`src/rtl/mpb_pkg.sv`:
```
// mpb_pkg: shared constants and word types for the median price block
// used by mpb_front, mpb_back, mpb_sort and median_price_of_batch; no dependencies

package mpb_pkg;

    // store geometry
    localparam int MAX_RECORDS = 64;
    localparam int PRICE_BITS  = 32;
    localparam int COUNT_BITS  = $clog2(MAX_RECORDS + 1);

    // queue between front and back
    localparam int QUEUE_DEPTH = 4;
    localparam int QPTR_BITS   = $clog2(QUEUE_DEPTH);
    localparam int QCNT_BITS   = $clog2(QUEUE_DEPTH + 1);

    // record kinds
    localparam logic DOC_OFFER = 1'b0;
    localparam logic DOC_MODEL = 1'b1;

    typedef logic [PRICE_BITS-1:0] price_t;

    // input word: one price record
    typedef struct packed {
        logic        doc_kind;
        logic        has_main_price;
        logic [31:0] main_price;
        logic        has_min_price;
        logic [31:0] min_price;
        logic        last_record;
    } rec_word_t;

    // output word: batch median
    typedef struct packed {
        logic [31:0] median_price;
        logic        overflow;
    } med_word_t;

    // queued word: chosen price and end-of-batch mark
    typedef struct packed {
        price_t price;
        logic   last;
    } queue_word_t;

endpackage

```
`src/rtl/mpb_front.sv`:
```
// mpb_front: picks the price of each record and queues it for the sorter
// depends on mpb_pkg

module mpb_front
(
    input  logic                 clk,
    input  logic                 rst_n,
    input  logic                 rec_valid,
    output logic                 rec_stall,
    input  mpb_pkg::rec_word_t   rec,
    output logic                 q_valid,
    input  logic                 q_stall,
    output mpb_pkg::queue_word_t q_word
);

    mpb_pkg::queue_word_t               mem_reg [mpb_pkg::QUEUE_DEPTH];
    logic [mpb_pkg::QPTR_BITS-1:0]      wr_ptr_reg;
    logic [mpb_pkg::QPTR_BITS-1:0]      wr_ptr_next;
    logic [mpb_pkg::QPTR_BITS-1:0]      rd_ptr_reg;
    logic [mpb_pkg::QPTR_BITS-1:0]      rd_ptr_next;
    logic [mpb_pkg::QCNT_BITS-1:0]      fill_reg;
    logic [mpb_pkg::QCNT_BITS-1:0]      fill_next;
    mpb_pkg::queue_word_t               push_word;
    logic                               push;
    logic                               pop;

    // price selection per record kind
    always_comb
    begin
        push_word.last = rec.last_record;
        if (rec.has_main_price)
        begin
            push_word.price = mpb_pkg::PRICE_BITS'(rec.main_price);
        end
        else if (rec.doc_kind == mpb_pkg::DOC_MODEL || rec.has_min_price)
        begin
            push_word.price = mpb_pkg::PRICE_BITS'(rec.min_price);
        end
        else
        begin
            push_word.price = '0;
        end
    end

    // queue handshake
    assign rec_stall = (fill_reg == mpb_pkg::QCNT_BITS'(mpb_pkg::QUEUE_DEPTH));
    assign push      = rec_valid && !rec_stall;
    assign q_valid   = (fill_reg != '0);
    assign pop       = q_valid && !q_stall;
    assign q_word    = mem_reg[rd_ptr_reg];

    // pointer and fill update
    always_comb
    begin
        wr_ptr_next = push ? wr_ptr_reg + 1'b1 : wr_ptr_reg;
        rd_ptr_next = pop ? rd_ptr_reg + 1'b1 : rd_ptr_reg;
        fill_next   = fill_reg;
        if (push && !pop)
        begin
            fill_next = fill_reg + 1'b1;
        end
        else if (pop && !push)
        begin
            fill_next = fill_reg - 1'b1;
        end
    end

    always_ff @(posedge clk or negedge rst_n)
    begin
        if (!rst_n)
        begin
            wr_ptr_reg <= '0;
            rd_ptr_reg <= '0;
            fill_reg   <= '0;
        end
        else
        begin
            wr_ptr_reg <= wr_ptr_next;
            rd_ptr_reg <= rd_ptr_next;
            fill_reg   <= fill_next;
        end
    end

    // queue storage
    always_ff @(posedge clk)
    begin
        if (push)
        begin
            mem_reg[wr_ptr_reg] <= push_word;
        end
    end

endmodule

```
`config.mk`:
```
export PLATFORM = sky130hd
export DESIGN_NAME = mpb_front
export DESIGN_NICKNAME = d
export VERILOG_FILES = /design/src/rtl/mpb_pkg.sv /design/src/rtl/mpb_front.sv
export SDC_FILE = /design/constraint.sdc
export NUM_CORES = 1
export LEC_CHECK = 0
export BUFFER_PORTS_ARGS = -buffer_cell sky130_fd_sc_hd__buf_2
export CAP_MARGIN = 20
export CORE_MARGIN = 4
export CORE_UTILIZATION = 45
export DETAILED_ROUTE_END_ITERATION = 10
export PLACE_DENSITY = 0.69
export SLEW_MARGIN = 20
export SYNTH_ARGS = -nofsm -noshare
export SYNTH_HDL_FRONTEND = slang
export SYNTH_SLANG_ARGS = --single-unit
```
`constraint.sdc`:
```
create_clock -name clk -period 2 [get_ports clk]
set_input_delay 0.1 -clock clk [delete_from_list [all_inputs] [get_ports clk]]
set_output_delay 0.1 -clock clk [all_outputs]
set_load 0.005 [all_outputs]
```
==> flow_metrics.py <==
metrics = {
    "global_route": {
        "grt_antenna_before_repair": 0,
        "grt_first_pass_wirelength_um": 17420,
        "grt_max_degree": 65,
        "grt_use_total_pct": 15.94,
        "grt.overflow.total": 0,
        "grt_pass1_vias": 3325,
    },
    "worst_setup_path": {
        "slowest_delay_ps": 380,
        "reg2reg_slack_ps": 20,
        "worst_ep_arrival_time_ps": 2310,
        "cp_max_fo": 7,
        "rr_endpoint": "fill_reg[2]$_DFFE_PN0P_",
        "r2r_cells": 9,
        "cp_common_cell": "xor2_1",
        "crit_chain": "nor3b_2 > nor2b_1 > buf_4 > ha_2 > inv_1 > fa_1 > xor2_1 > nor2_1 > xor2_1",
        "worst_path_max_delay_cell": "dfrtp_1",
        "cp.required_ps": 2330,
        "crit_type": "flip-flop to flip-flop",
        "startpoint_type": "flip-flop",
        "timing.rr.start": "fill_reg[2]$_DFFE_PN0P_",
        "worstSetupEndpointType": "flip-flop",
    },
    "floorplan": {
        "pin_count": 107,
        "rows": 40,
        "initial_core_util_pct": 46.67,
        "fp.dieArea_sq_mm": 0.01453,
        "die_w_um": 120.5,
        "die_h_um": 120.5,
        "fp.coreArea_sq_mm": 0.01221,
    },
    "sta": {
        "slew_violations": 0,
        "fmax_mhz": 503.9,
        "skew_ps": 8.925,
        "finalSetupViolations": 0,
        "relSlewSlack_pct": 40.90,
        "fin_crit_sh_pct": 99.22,
        "tightest_slew_ps": 886.5,
        "hold_viol": 0,
        "tns_ps": 0,
        "min_period_ps": 1984,
        "rsz0062_at_grt": "true",
    },
    "hold_path": {
        "hp-class": "input port to asynchronous set/reset pin",
    },
    "pwr": {
        "p_sw_mw": 2.804,
        "p_leak_nw": 2.704,
        "seqPwrFrac_pct": 39.7,
        "p_comb_share_pct": 28.0,
        "pwr-share-clk_pct": 32.3,
        "finalPower_mw": 10.33,
        "sw_frac_of_total_pct": 27.15,
        "power.density_mw_per_mm2": 1445,
        "p_int_mw": 7.523,
        "irDropWorstVdd_v": 0.0007918,
    },
    "yosys": {
        "synth.distinct_cells": 24,
        "yosys.area.top_type": "edfxtp_1",
        "avgSynthCellArea_sq_um": 17.98,
        "ys_async_sr_fraction_pct": 5.036,
        "synthesis.area_sq_mm": 0.005699,
        "synth-seq-cells": 139,
        "synthFlopType": "edfxtp_1",
        "synthTopCellsByCount": "edfxtp_1, nand2_1, o21ai_0",
        "synth.most_common_cell": "edfxtp_1",
        "ys_warn_count": 0,
        "synth_top_area_share_pct": 69.55,
        "syn_inst": 317,
        "synth_top_cells_by_area": "edfxtp_1, mux4_2, nand2_1",
        "synth_nets": 395,
        "synth_edf_count": 132,
        "ys_seq_area_share_pct": 72.62,
    },
    "route": {
        "wl_um": 10990,
        "drtPass1Iterations": 4,
        "ant_nets": 0,
        "route.detailed.drc": 0,
        "drt_iter0_markers": 217,
        "wire_per_inst_um": 17.62,
        "via_per_inst": 4.995,
        "dr_total_vias": 3117,
    },
    "placement": {
        "dp_hpwl_um": 7035,
        "place_area_sq_mm": 0.006401,
        "numPortBuffers": 106,
        "gp_congestion": 0.7577,
    },
    "clock_network": {
        "cts_tree": "done",
        "cts_buffers": 17,
        "htree_levels": 4,
        "clock_latency_ps": 400,
        "cts_buffer_depth": 2,
        "root_buffer": "clkbuf_16",
        "clk_pin_slew_worst_paths_ps": 60,
        "clkSinkCount": 139,
    },
    "flow_run": {
        "maxCapViolations": 0,
    },
    "final_layout": {
        "final_nets": 521,
        "antenna_cells": 0,
        "fin_util_pct": 58.55,
        "final_area_sq_mm": 0.007149,
        "largest_reg_flops": 132,
        "area_growth_pct": 25.44,
        "drive_gt1_share_pct": 43.42,
    },
    "outcome": {
        "status": "finished, final reports clean",
    },
}
-- timing repair --
item                       in CTS  in global routing
hold buffers                    3                  0
cloned                          0                  0
pin swaps                       0                  2
setup endpoints to repair      46                111
resized for setup               3                  6
setup buffers                   1                  5
hold endpoints to repair       13                  0
-- power by group through the flow --
stage | logic [mW] | clock network, mW | registers [mW]
after global routing | 3.17 | 3.53 | 4.15
final | 2.89 | 3.33 | 4.10
after detailed placement | 2.76 | 0 | 4.20
after CTS | 2.85 | 3.39 | 4.13
after floorplan | 1.86 | 0 | 4.08
after global placement | 2.73 | 0 | 4.15
-- critical path, delay by kind of cell, from the launching register on --
| family | cells | cell delay, ps |
|---|---|---|
| buffers and inverters | 2 | 210 |
| adders and majority gates | 2 | 570 |
| DFF | 1 | 380 |
| and+or+nand+nor | 3 | 410 |
| xor gates and xnor gates | 2 | 340 |
-- how the worst max path moves through the flow --
stage	start	end	slack (ps)	depth (start not counted)
floorplan	fill_reg[0]$_DFFE_PN0P_	fill_reg[2]$_DFFE_PN0P_	90	8
global placement	fill_reg[2]$_DFFE_PN0P_	mem_reg[1][6]$_DFFE_PP_	40	4
detailed placement	fill_reg[2]$_DFFE_PN0P_	mem_reg[1][5]$_DFFE_PP_	-7	4
CTS	fill_reg[2]$_DFFE_PN0P_	fill_reg[2]$_DFFE_PN0P_	-7	9
global route	fill_reg[2]$_DFFE_PN0P_	fill_reg[2]$_DFFE_PN0P_	-100	9
finish	fill_reg[2]$_DFFE_PN0P_	fill_reg[2]$_DFFE_PN0P_	20	9
-- metal layers --
| layer | up-vias | routed length, um | GRT usage, % |
|---|---|---|---|
| met2 | 90 | 5623 | 26.34 |
| met1 | 1543 | 4746 | 20.74 |
| met3 | 11 | 540 | 4.958 |
| met5 | - | 0 | 0 |
| li1 | 1473 | - | - |
| met4 | 0 | 82 | 4.037 |
-- per-stage QoR --
step                      instances  setup slack (ps)  hold slack, ps
after floorplan                 317             91.40          -195.6
after CTS                       619            -6.643           31.25
after global routing            624            -102.8           66.52
after global placement          583             38.70          -58.70
after detailed placement        583            -7.412          -55.70
final                           624             15.58           49.57
-- cell type report --
| cell class | instances | area (sq um) |
|---|---|---|
| Tap cell | 168 | 210.2 |
| Clock buffer | 17 | 425.4 |
| Inverter | 4 | 15.01 |
| Timing Repair Buffer | 127 | 732.0 |
| Clock inverter | 15 | 211.5 |
| Fill cell | 970 | 5062 |
| Multi-Input combinational cell | 154 | 1411 |
| Sequential cell | 139 | 4144 |
-- cells in the final DEF, fill, tap and decap left out, drive strengths merged, types with 2 or more instances in the layout --
cell type / synthesis / layout
dlygate4sd3: 0 / 3
and2: 4 / 4
o21ai: 32 / 32
or2: 2 / 2
nor3b: 2 / 2
mux4: 33 / 33
buf: 13 / 124
xnor2: 3 / 3
edfxtp: 132 / 132
clkinv: 0 / 4
ha: 5 / 5
clkbuf: 7 / 17
mux2: 2 / 2
bufinv: 0 / 4
clkinvlp: 0 / 2
inv: 4 / 9
dfrtp: 7 / 7
xor2: 3 / 3
nand2: 64 / 64
-- logic make-up (layout without fill, tap and decap cells) --
kind of cell,count (synthesis),after routing,share of synthesized area [%]
flops,139,139,72.62
simple gates,75,75,5.488
mux,35,35,13.83
compound gates,32,32,2.810
buf+inv,24,163,2.876
fa+ha+maj,6,6,1.449
xor+xnor,6,6,0.9222
(Power assumes the default switching activity.)
